## src/mh3_pkg.sv

```systemverilog
// Shared constants and types for the streaming MurmurHash3 x86_32 block.
// No dependencies; imported by every module under src.
package mh3_pkg;

   localparam logic [31:0] MIX_C1     = 32'hcc9e2d51;
   localparam logic [31:0] MIX_C2     = 32'h1b873593;
   localparam logic [31:0] SEED_RESET = 32'h9e3779b9;
   localparam logic [31:0] STEP_ADD   = 32'he6546b64;
   localparam logic [31:0] FIN_C1     = 32'h85ebca6b;
   localparam logic [31:0] FIN_C2     = 32'hc2b2ae35;

   localparam int          REQ_TDATA_W = 40;
   localparam logic [2:0]  FULL_BYTES  = 3'd4;

   localparam int QDEPTH = 4;
   localparam int QAW    = $clog2(QDEPTH);

   typedef enum logic [1:0] {
      KIND_BLOCK,
      KIND_TAIL,
      KIND_NONE
   } mix_kind_type;

   typedef struct packed {
      logic [31:0]  key;
      logic [2:0]   nbytes;
      mix_kind_type kind;
      logic         last;
   } entry_type;

endpackage

```

## src/mh3_front.sv

```systemverilog
// Front end: accepts words, classifies block/tail/empty and runs the pipelined key mix.
// Depends on mh3_pkg.
module mh3_front (
   input  logic                           clock,
   input  logic                           reset,
   input  logic                           req_tvalid,
   output logic                           req_tready,
   // [31:0] data_word, [34:32] byte_count, [39:35] zero
   input  logic [mh3_pkg::REQ_TDATA_W-1:0] req_tdata,
   input  logic                           req_tlast,
   output logic                           push_valid,
   input  logic                           push_ready,
   output mh3_pkg::entry_type             push_entry
);
   import mh3_pkg::*;

   function automatic logic [31:0] byte_mask(input logic [2:0] count);
      logic [31:0] m;
      unique case (count)
         3'd1:    m = 32'h0000_00ff;
         3'd2:    m = 32'h0000_ffff;
         3'd3:    m = 32'h00ff_ffff;
         default: m = 32'hffff_ffff;
      endcase
      return m;
   endfunction

   logic        s1_valid_ff;
   logic        s2_valid_ff;
   entry_type   s1_ff, s1_in;
   entry_type   s2_ff, s2_in;
   logic        s1_ready;
   logic        s2_ready;
   logic [31:0] word;
   logic [2:0]  count;
   logic [31:0] mask;
   logic [31:0] k_rot;

   assign word  = req_tdata[31:0];
   assign count = req_tdata[34:32];

   always_comb begin
      s1_in.last = req_tlast;
      if (!req_tlast || count >= FULL_BYTES) begin
         s1_in.kind   = KIND_BLOCK;
         s1_in.nbytes = FULL_BYTES;
         mask         = 32'hffff_ffff;
      end else if (count != 3'd0) begin
         s1_in.kind   = KIND_TAIL;
         s1_in.nbytes = count;
         mask         = byte_mask(count);
      end else begin
         s1_in.kind   = KIND_NONE;
         s1_in.nbytes = 3'd0;
         mask         = 32'h0000_0000;
      end
      s1_in.key = 32'((word & mask) * MIX_C1);
   end

   assign k_rot = {s1_ff.key[16:0], s1_ff.key[31:17]};

   always_comb begin
      s2_in     = s1_ff;
      s2_in.key = 32'(k_rot * MIX_C2);
   end

   assign s2_ready   = !s2_valid_ff || push_ready;
   assign s1_ready   = !s1_valid_ff || s2_ready;
   assign req_tready = s1_ready;
   assign push_valid = s2_valid_ff;
   assign push_entry = s2_ff;

   always_ff @(posedge clock) begin
      if (reset) begin
         s1_valid_ff <= 1'b0;
         s2_valid_ff <= 1'b0;
      end else begin
         if (s1_ready) begin
            s1_valid_ff <= req_tvalid;
         end
         if (s2_ready) begin
            s2_valid_ff <= s1_valid_ff;
         end
      end
   end

   always_ff @(posedge clock) begin
      if (req_tvalid && s1_ready) begin
         s1_ff <= s1_in;
      end
      if (s1_valid_ff && s2_ready) begin
         s2_ff <= s2_in;
      end
   end

endmodule

```

## src/mh3_fifo.sv

```systemverilog
// Short queue of mixed keys between the front end and the hash update.
// Depends on mh3_pkg.
module mh3_fifo (
   input  logic               clock,
   input  logic               reset,
   input  logic               push_valid,
   output logic               push_ready,
   input  mh3_pkg::entry_type push_entry,
   output logic               pop_valid,
   input  logic               pop_ready,
   output mh3_pkg::entry_type pop_entry
);
   import mh3_pkg::*;

   entry_type      mem_ff [QDEPTH];
   logic [QAW-1:0] wr_ptr_ff;
   logic [QAW-1:0] rd_ptr_ff;
   logic [QAW:0]   count_ff;
   logic           push;
   logic           pop;

   assign push_ready = (count_ff != (QAW+1)'(QDEPTH));
   assign pop_valid  = (count_ff != '0);
   assign push       = push_valid && push_ready;
   assign pop        = pop_valid && pop_ready;
   assign pop_entry  = mem_ff[rd_ptr_ff];

   always_ff @(posedge clock) begin
      if (reset) begin
         wr_ptr_ff <= '0;
         rd_ptr_ff <= '0;
         count_ff  <= '0;
      end else begin
         if (push) begin
            wr_ptr_ff <= wr_ptr_ff + 1'b1;
         end
         if (pop) begin
            rd_ptr_ff <= rd_ptr_ff + 1'b1;
         end
         if (push && !pop) begin
            count_ff <= count_ff + 1'b1;
         end else if (pop && !push) begin
            count_ff <= count_ff - 1'b1;
         end
      end
   end

   always_ff @(posedge clock) begin
      if (push) begin
         mem_ff[wr_ptr_ff] <= push_entry;
      end
   end

   a_count_bound: assert property (@(posedge clock) disable iff (reset)
      count_ff <= (QAW+1)'(QDEPTH))
      else $error("queue count beyond depth");

   a_pop_drains: assert property (@(posedge clock) disable iff (reset)
      pop && !push |=> count_ff == $past(count_ff) - 1'b1)
      else $error("pop without push did not drain one entry");

endmodule

```

## src/mh3_back.sv

```systemverilog
// Back end: running hash update, length tracking and multi-cycle fmix32 finalizer.
// Depends on mh3_pkg; fed by mh3_fifo.
module mh3_back (
   input  logic               clock,
   input  logic               reset,
   input  logic [31:0]        seed,
   input  logic               pop_valid,
   output logic               pop_ready,
   input  mh3_pkg::entry_type pop_entry,
   output logic               rsp_tvalid,
   input  logic               rsp_tready,
   // [31:0] hash_value
   output logic [31:0]        rsp_tdata
);
   import mh3_pkg::*;

   typedef enum logic [1:0] {
      ST_RUN,
      ST_FIN_A,
      ST_FIN_B,
      ST_FIN_C
   } state_type;

   state_type   state_ff;
   logic [31:0] hash_ff;
   logic [31:0] len_ff;
   logic        mid_ff;
   logic [31:0] fin_ff;
   logic        rsp_valid_ff;
   logic [31:0] rsp_data_ff;

   logic [31:0] h_base;
   logic [31:0] h_xor;
   logic [31:0] h_rot;
   logic [31:0] h_new;
   logic [31:0] len_new;
   logic [31:0] fin_a;
   logic [31:0] fin_b;
   logic        pop;
   logic        rsp_load;

   assign pop_ready  = (state_ff == ST_RUN);
   assign pop        = pop_valid && pop_ready;
   assign rsp_tvalid = rsp_valid_ff;
   assign rsp_tdata  = rsp_data_ff;
   assign rsp_load   = (state_ff == ST_FIN_C) && (!rsp_valid_ff || rsp_tready);

   assign h_base  = mid_ff ? hash_ff : seed;
   assign h_xor   = h_base ^ pop_entry.key;
   assign h_rot   = {h_xor[18:0], h_xor[31:19]};
   assign len_new = len_ff + {29'd0, pop_entry.nbytes};
   assign fin_a   = fin_ff ^ (fin_ff >> 16);
   assign fin_b   = fin_ff ^ (fin_ff >> 13);

   always_comb begin
      unique case (pop_entry.kind)
         KIND_BLOCK: h_new = (h_rot << 2) + h_rot + STEP_ADD;
         KIND_TAIL:  h_new = h_xor;
         KIND_NONE:  h_new = h_base;
         default:    h_new = h_base;
      endcase
   end

   always_ff @(posedge clock) begin
      if (reset) begin
         state_ff     <= ST_RUN;
         len_ff       <= '0;
         mid_ff       <= 1'b0;
         rsp_valid_ff <= 1'b0;
      end else begin
         if (rsp_load) begin
            rsp_valid_ff <= 1'b1;
         end else if (rsp_tready) begin
            rsp_valid_ff <= 1'b0;
         end
         unique case (state_ff)
            ST_RUN: begin
               if (pop) begin
                  if (pop_entry.last) begin
                     fin_ff   <= h_new ^ len_new;
                     len_ff   <= '0;
                     mid_ff   <= 1'b0;
                     state_ff <= ST_FIN_A;
                  end else begin
                     hash_ff <= h_new;
                     len_ff  <= len_new;
                     mid_ff  <= 1'b1;
                  end
               end
            end
            ST_FIN_A: begin
               fin_ff   <= 32'(fin_a * FIN_C1);
               state_ff <= ST_FIN_B;
            end
            ST_FIN_B: begin
               fin_ff   <= 32'(fin_b * FIN_C2);
               state_ff <= ST_FIN_C;
            end
            ST_FIN_C: begin
               if (rsp_load) begin
                  rsp_data_ff <= fin_ff ^ (fin_ff >> 16);
                  state_ff    <= ST_RUN;
               end
            end
            default: state_ff <= ST_RUN;
         endcase
      end
   end

   a_last_restarts: assert property (@(posedge clock) disable iff (reset)
      pop && pop_entry.last |=> state_ff == ST_FIN_A && len_ff == '0 && !mid_ff)
      else $error("last word did not start finalize and clear message state");

   a_fin_sequence: assert property (@(posedge clock) disable iff (reset)
      state_ff == ST_FIN_A |=> state_ff == ST_FIN_B)
      else $error("finalize step skipped");

   a_rsp_source: assert property (@(posedge clock) disable iff (reset)
      $rose(rsp_valid_ff) |-> $past(state_ff) == ST_FIN_C)
      else $error("result raised outside final finalize step");

endmodule

```

## src/murmur3_32_stream_hash.sv

```systemverilog
// Streaming MurmurHash3 x86_32: one little-endian word per transfer, hash out on tlast.
// Throughput: one word per cycle while the update stage is free; after the last word it
// takes none until fmix32 has run its three registered finalize steps (two multiplies,
// then the final xor-shift) and loaded the hash for output. The last word passes two
// key-mix stages, queue, update, finalize. Reset: seed 0x9e3779b9, pipeline, queue empty.
// Depends on mh3_pkg, mh3_front, mh3_fifo, mh3_back.
module murmur3_32_stream_hash (
   input  logic                            clock,
   input  logic                            reset,
   input  logic                            csr_wr_en,
   input  logic [31:0]                     csr_wr_data,
   input  logic                            req_tvalid,
   output logic                            req_tready,
   // [31:0] data_word, [34:32] byte_count, [39:35] zero
   input  logic [mh3_pkg::REQ_TDATA_W-1:0] req_tdata,
   input  logic                            req_tlast,
   output logic                            rsp_tvalid,
   input  logic                            rsp_tready,
   // [31:0] hash_value
   output logic [31:0]                     rsp_tdata
);
   import mh3_pkg::*;

   logic [31:0] seed_ff;
   logic        push_valid;
   logic        push_ready;
   entry_type   push_entry;
   logic        pop_valid;
   logic        pop_ready;
   entry_type   pop_entry;

   always_ff @(posedge clock) begin
      if (reset) begin
         seed_ff <= SEED_RESET;
      end else if (csr_wr_en) begin
         seed_ff <= csr_wr_data;
      end
   end

   mh3_front u_front (
      .clock      (clock),
      .reset      (reset),
      .req_tvalid (req_tvalid),
      .req_tready (req_tready),
      .req_tdata  (req_tdata),
      .req_tlast  (req_tlast),
      .push_valid (push_valid),
      .push_ready (push_ready),
      .push_entry (push_entry)
   );

   mh3_fifo u_fifo (
      .clock      (clock),
      .reset      (reset),
      .push_valid (push_valid),
      .push_ready (push_ready),
      .push_entry (push_entry),
      .pop_valid  (pop_valid),
      .pop_ready  (pop_ready),
      .pop_entry  (pop_entry)
   );

   mh3_back u_back (
      .clock      (clock),
      .reset      (reset),
      .seed       (seed_ff),
      .pop_valid  (pop_valid),
      .pop_ready  (pop_ready),
      .pop_entry  (pop_entry),
      .rsp_tvalid (rsp_tvalid),
      .rsp_tready (rsp_tready),
      .rsp_tdata  (rsp_tdata)
   );

endmodule
```

## config.mk

```make
export PLATFORM = sky130hd
export DESIGN_NAME = murmur3_32_stream_hash
export DESIGN_NICKNAME = d
export VERILOG_FILES = /design/src/mh3_pkg.sv /design/src/mh3_front.sv /design/src/mh3_fifo.sv /design/src/mh3_back.sv /design/src/murmur3_32_stream_hash.sv
export SDC_FILE = /design/constraint.sdc
export NUM_CORES = 2
export LEC_CHECK = 0
export ABC_AREA = 1
export ABC_CLOCK_PERIOD_IN_PS = 7100
export BUFFER_PORTS_ARGS = -buffer_cell sky130_fd_sc_hd__buf_2
export CORE_MARGIN = 2
export CORE_UTILIZATION = 50
export CTS_BUF_LIST = sky130_fd_sc_hd__clkbuf_8
export CTS_CLUSTER_DIAMETER = 100
export DETAILED_ROUTE_END_ITERATION = 10
export HOLD_SLACK_MARGIN = 0.05
export PLACE_DENSITY = 0.68
export SLEW_MARGIN = 30
export SYNTH_ARGS = -nofsm -noshare
export SYNTH_HDL_FRONTEND = slang
export SYNTH_SLANG_ARGS = --single-unit
```

## constraint.sdc

```tcl
create_clock -name clock -period 7.1 [get_ports clock]
set_input_delay 1.42 -clock clock [delete_from_list [all_inputs] [get_ports clock]]
set_output_delay 1.42 -clock clock [all_outputs]
set_load 0.05 [all_outputs]
```

Yosys cells after proc, flatten, opt, wreduce, memory -nomap -nowiden. Memory sizes are Yosys's and may differ from the RTL's. A register that Yosys moved wholly into a read port is not among the register bits. Index checks and enable logic that the tools add are counted.

Bitwise gates (word level): 8. $lt $le $gt $ge: 1. Muxes and demuxes: 23. Add/subtract/negate cells: 7. Reduce and logical (&&, ||, !) cells: 30. Multiply operators: 4. Equality and inequality tests: 11.

Operators with widths (count): 2-to-1 mux 32 bit (6); case mux 32 bit (3 select lines) (2); multiplier 32 x 31 -> 32 bit, second input constant (2); case mux 32 bit (2 select lines) (1); bitwise XOR 32 bit (2); adder 32 x 3 -> 32 bit (1); adder 32 bit (1); adder 32 bit, second input constant (1); bitwise AND 32 bit (1); multiplier 32 x 29 -> 32 bit, second input constant (1); multiplier 32 x 32 -> 32 bit, second input constant (1); bitwise XOR 32 x 16 -> 32 bit (1); bitwise XOR 32 x 19 -> 32 bit (1); 2-to-1 mux 2 bit (5); nonzero test 3 bit (3); case mux 2 bit (4 select lines) (1); AND reduction 4 bit (2); logical AND 1 bit (7); equality test 3 x 2 -> 1 bit, second input constant (2); zero test 1 bit (6); 2-to-1 mux 3 bit (2); AND reduction 3 bit (2); 2-to-1 mux 1 bit (5); 2-to-1 mux 5 bit (1); other kinds (16) (27).

RAM bits: 152. Output and inout bits: 34. Memories kept: 1. Bits in registers: 249. Bits of input ports: 78. Logic and storage cells: 107.

Memory list: u_fifo.mem_ff (words 4, width 38, read ports 1, clocked after Yosys merged registers in 1, write ports 1, line mh3_fifo.sv:15) `entry_type mem_ff [QDEPTH];`.

Longest topological paths before layout.
Word-level depth: 9. Depth in mapped cells: 35. Gate-level depth less buffers: 35.

Hierarchy. Synthesis repeated with hierarchy kept, for this count alone.

Cell total of the unflattened synthesis: 6273. Area total of the unflattened synthesis: 55388.1 um^2.

Modules (own cells, without submodules): mh3_back (instances 1, cells each 3598, area each 28670.0 um^2, sequential area each 3603.5 um^2); mh3_front (instances 1, cells each 2075, area each 19386.1 um^2, sequential area each 2322.2 um^2); mh3_fifo (instances 1, cells each 436, area each 6119.6 um^2, sequential area each 4744.6 um^2); murmur3_32_stream_hash (instances 1, cells each 164, area each 1212.4 um^2, sequential area each 640.6 um^2).

Worst setup path before layout. Ideal clock, no wire load.

Kind: input port to flip-flop. Start point: input port req_tlast. End point: register u_front.s1_ff, in the netlist u_front.k_rot[11], data pin. Library setup time: 260 ps. Cell stages on the path: 29. Buffers on the path: 0. Data required time: 6840 ps. Slack: -296 ps. Data arrival time: 7136 ps. Cells stage by stage: inv_1 -> nor2_2 -> nand2_1 -> nor2_1 -> inv_1 -> nand2_1 -> inv_1 -> ha_1 -> fa_1 -> fa_1 -> inv_1 -> fa_1 -> inv_1 -> fa_1 -> inv_1 -> fa_1 -> inv_1 -> fa_1 -> ha_1 -> ha_1 -> nand2_1 -> inv_1 -> a21oi_1 -> nand3_1 -> a21oi_1 -> o21bai_1 -> nand3_1 -> nand2_1 -> xor2_1.

RTL lines: start: declaration (line murmur3_32_stream_hash.sv:16) `input logic req_tlast,`; end signal: assignment (line mh3_front.sv:89) `s1_ff <= s1_in;`; end: declaration (line mh3_front.sv:30) `entry_type s1_ff, s1_in;`.

Worst setup path after layout.
Start point: register u_back.fin_ff[12]. End point: register u_back.fin_ff[25], data pin.

Cells in the longest elaborated chain, start to end: 3. Elaborated cells on any way between the ends: 5. Those cells by class: mul: 2; mux: 1; bitwise: 2.

Ends and longest elaborated chain: start: declaration (line mh3_back.sv:28) `logic [31:0] fin_ff;`; start signal: assignment (line mh3_back.sv:80) `fin_ff <= h_new ^ len_new;`; start signal: assignment (line mh3_back.sv:92) `fin_ff <= 32'(fin_a * FIN_C1);`; start signal: assignment (line mh3_back.sv:96) `fin_ff <= 32'(fin_b * FIN_C2);`; bitwise XOR 32 x 19 -> 32 bit / bitwise XOR 32 x 16 -> 32 bit (equally long branches) (line mh3_back.sv:53, mh3_back.sv:52); multiplier 32 x 31 -> 32 bit / multiplier 32 x 32 -> 32 bit (equally long branches) (line mh3_back.sv:96, mh3_back.sv:92); case mux 32 bit (3 select lines) * (line mh3_back.sv:76) `unique case (state_ff)`.

Mark *: on every way between the ends. The rest lies on a longest branch, timed or not. A chain may end at the register's enable or synchronous reset.

==> impl_metrics.env <==
export IMPL_status="finished, final reports clean"
export IMPL_yosysMostFrequentCell="inv_1"
export IMPL_drv_slew=0
export IMPL_hold_violations=0
export IMPL_r2r_setup_slack_ns=0.15
export IMPL_num_io_pins=112
export IMPL_rr_startpoint="u_back.fin_ff[12]"
export IMPL_setup_viol=0
export IMPL_async_reset_ff_frac=0
export IMPL_grt_met3_usage=0.0367
export IMPL_synthesis_area_um2=54100
export IMPL_cts_made_buffers=73
export IMPL_drive_above_1_share=0.121
export IMPL_min_path_cells=0
export IMPL_nNetsFinal=8033
export IMPL_core_rowCount=120
export IMPL_path_delay_family="adder cells"
export IMPL_finClkSkew_ns=0.0541
export IMPL_clk_pin_slew_ns=0.06
export IMPL_fin_area_um2=61400
export IMPL_ys_types=59
export IMPL_grt_pass1_vias=41400
export IMPL_use_met2=0.461
export IMPL_fin_crit_ns=6.95
export IMPL_cp_required_ns=7.53
export IMPL_synth_common_cells="1,573 x inv_1, 812 x nand2_1, 805 x ha_1, 732 x fa_1, 324 x edfxtp_1"
export IMPL_ctsHoldBuffers=0
export IMPL_grt_pass1_wl_um=235000
export IMPL_r2r_end="u_back.fin_ff[25]"
export IMPL_cts_root_buf="clkbuf_8"
export IMPL_grt_ovfl_total=0
export IMPL_drt_vias_per_instance=5.19
export IMPL_crit_path_top_delay_cell="fa_1"
export IMPL_detail_route_antenna_nets=0
export IMPL_grt_max_degree=77
export IMPL_clock_latency_ns=0.72
export IMPL_dp_hpwl_um=130000
export IMPL_gp_congestion=1.01
export IMPL_synth_top_family_by_area="adder cells"
export IMPL_synth_edff_count=324
export IMPL_synth_compound_area_frac=0.0657
export IMPL_ff2ff_path_depth=25
export IMPL_cts_buffer_depth=3
export IMPL_grtUsageMet1=0.375
export IMPL_start_util=0.504
export IMPL_drt_first_pass_iters=5
export IMPL_crit_top_cell="fa_1"
export IMPL_die_area_um2=111000
export IMPL_die_h_um=333
export IMPL_grtUsageTotal=0.278
export IMPL_crit_arrival_ns=7.39
export IMPL_cp_end_kind="flop"
export IMPL_synthSimpleGateAreaFrac=0.109
export IMPL_critical_path_class="flop to flop"
export IMPL_synth_nets=7525
export IMPL_min_path_type="flop to flop"
export IMPL_slowest_delay_ns=0.56
export IMPL_cts_tree="yes"
export IMPL_drv_cap=0
export IMPL_min_period_over_period=0.979
export IMPL_synth_mux_area_fraction=0.00204
export IMPL_io_buffers=106
export IMPL_fp_dieW_um=333
export IMPL_synth_top_area_frac=0.271
export IMPL_synthFlopType="edfxtp_1"
export IMPL_synth_xor_area_share=0.0397
export IMPL_worst_pin_slew_ns=0.887
export IMPL_avgSynthCellArea_um2=9.15
export IMPL_ys_ff_latch=403
export IMPL_worst_hold_path_endpoint="u_front.push_entry[2]"
export IMPL_grt_setup_unrepaired="yes"
export IMPL_cp_start_kind="flop"
export IMPL_yosys_top_cells_area="fa_1 27%, ha_1 19%, edfxtp_1 18%"
export IMPL_grt_busiest_layer="met2"
export IMPL_yosysSeqAreaShare=0.209
export IMPL_vias=40900
export IMPL_yosysWarningCount=0
export IMPL_syn_to_final_growth_pct=13.6
export IMPL_worstPathMaxFanout=5
export IMPL_antenna_found_initial=1
export IMPL_cts_sinks=403
export IMPL_relSlewSlack=0.408
export IMPL_coreArea_um2=107000
export IMPL_cts_htree_levels=3
export IMPL_fmax_mhz=144
export IMPL_drc=0
export IMPL_drtIter0Drc=2971
export IMPL_wl_um=152000
export IMPL_placed_area_um2=58900
export IMPL_synth_fa_ha_area_frac=0.457
export IMPL_routedWlPerCell_um=19.3
export IMPL_path_buf_inv=7
export IMPL_netlist_instances=5910
export IMPL_synth_top_cell_by_area="fa_1"
export IMPL_worstHoldStart="u_front.s1_ff[2]"
-- through the flow --
step                hold slack (ns)  instances  setup TNS, ns   util  setup slack (ns)
floorplan                     0.400       5910              0      -            0.0101
global placement              0.403       7707          -4.11  0.549            -0.451
detailed placement            0.405       7708          -5.16  0.550            -0.496
CTS                           0.411       7845        -0.0175  0.564           -0.0175
global route                  0.415       7882         -0.111  0.573           -0.0284
finish                        0.413       7882              0  0.573             0.148
-- state kept, by name, indices dropped and copies added, names as in the netlist, 2 cells and up, named ones only --
register            flops
seed_ff                32
u_back.fin_ff          32
u_back.hash_ff         32
u_back.len_ff          32
u_back.rsp_tdata       32
u_back.state_ff         2
u_fifo.count_ff         3
u_fifo.mem_ff         152
u_fifo.rd_ptr_ff        2
u_fifo.wr_ptr_ff        2
u_front.k_rot          32
u_front.push_entry     38
u_front.s1_ff           6
-- routing by layer --
metal | part of all wire | vias to the layer above
met2 | 0.47 | 1214
met4 | 0.038 | 0
met3 | 0.059 | 267
li1 | - | 19500
met1 | 0.43 | 19900
met5 | 0 | -
-- what timing repair did --
action,in CTS,in global routing
endpoints found under the setup margin,7,18
gates resized for setup,7,137
cloned,0,0
pin swaps,1,40
buffers inserted,2,37
hold endpoints to repair,0,0
-- layout by cell type, fill, tap and decap left out, drive strengths merged, types with 11 or more instances in the layout --
cell	instances
mux2i	11
ha	805
nor2	272
a21o	21
o32ai	11
xnor2	102
edfxtp	324
inv	1614
nand3	214
a21oi	254
o22a	12
clkbuf	77
nand3b	15
buf	509
nand4	36
nand2	815
o21ai	254
o22ai	13
a32o	11
xor2	143
dfxtp	79
fa	732
clkinv	17
nor3	35
or2	18
o21bai	12
-- kinds of logic (layout without fill, tap and decap cells) --
logic type	Yosys count	count (layout)
multiplexers	11	11
XOR/XNOR	245	245
adder cells (fa/ha/maj)	1537	1537
other	0	1
flip-flops	403	403
AO/OA/AOI/OAI	634	634
buffers and inverters	1660	2228
AND/OR/NAND/NOR	1420	1420
-- area by class of cell --
type | count | area (um^2)
Fill cell | 9388 | 45800
Multi-Input combinational cell | 3847 | 37300
Sequential cell | 403 | 11300
Inverter | 1584 | 5960
Timing Repair Buffer | 509 | 3640
Tap cell | 1403 | 1760
Clock buffer | 77 | 1060
Clock inverter | 58 | 403
Antenna cell | 1 | 2.50
-- worst max-delay path by stage --
stage	from	slack [ns]	to	depth (start not counted)
4_1_cts	u_back.fin_ff[6]	-0.02	u_back.fin_ff[24]	30
6_report	u_back.fin_ff[12]	0.15	u_back.fin_ff[25]	25
3_5_place_dp	req_tlast	-0.50	u_front.k_rot[14]	33
2_1_floorplan	req_tlast	0.01	u_front.k_rot[12]	25
3_3_place_gp	req_tlast	-0.45	u_front.k_rot[14]	31
5_1_grt	u_back.fin_ff[27]	-0.03	u_back.fin_ff[29]	29
Power is left out: the tool's default activity adds up to more than one toggle a clock period on the data nets, which glitch-free logic cannot reach.
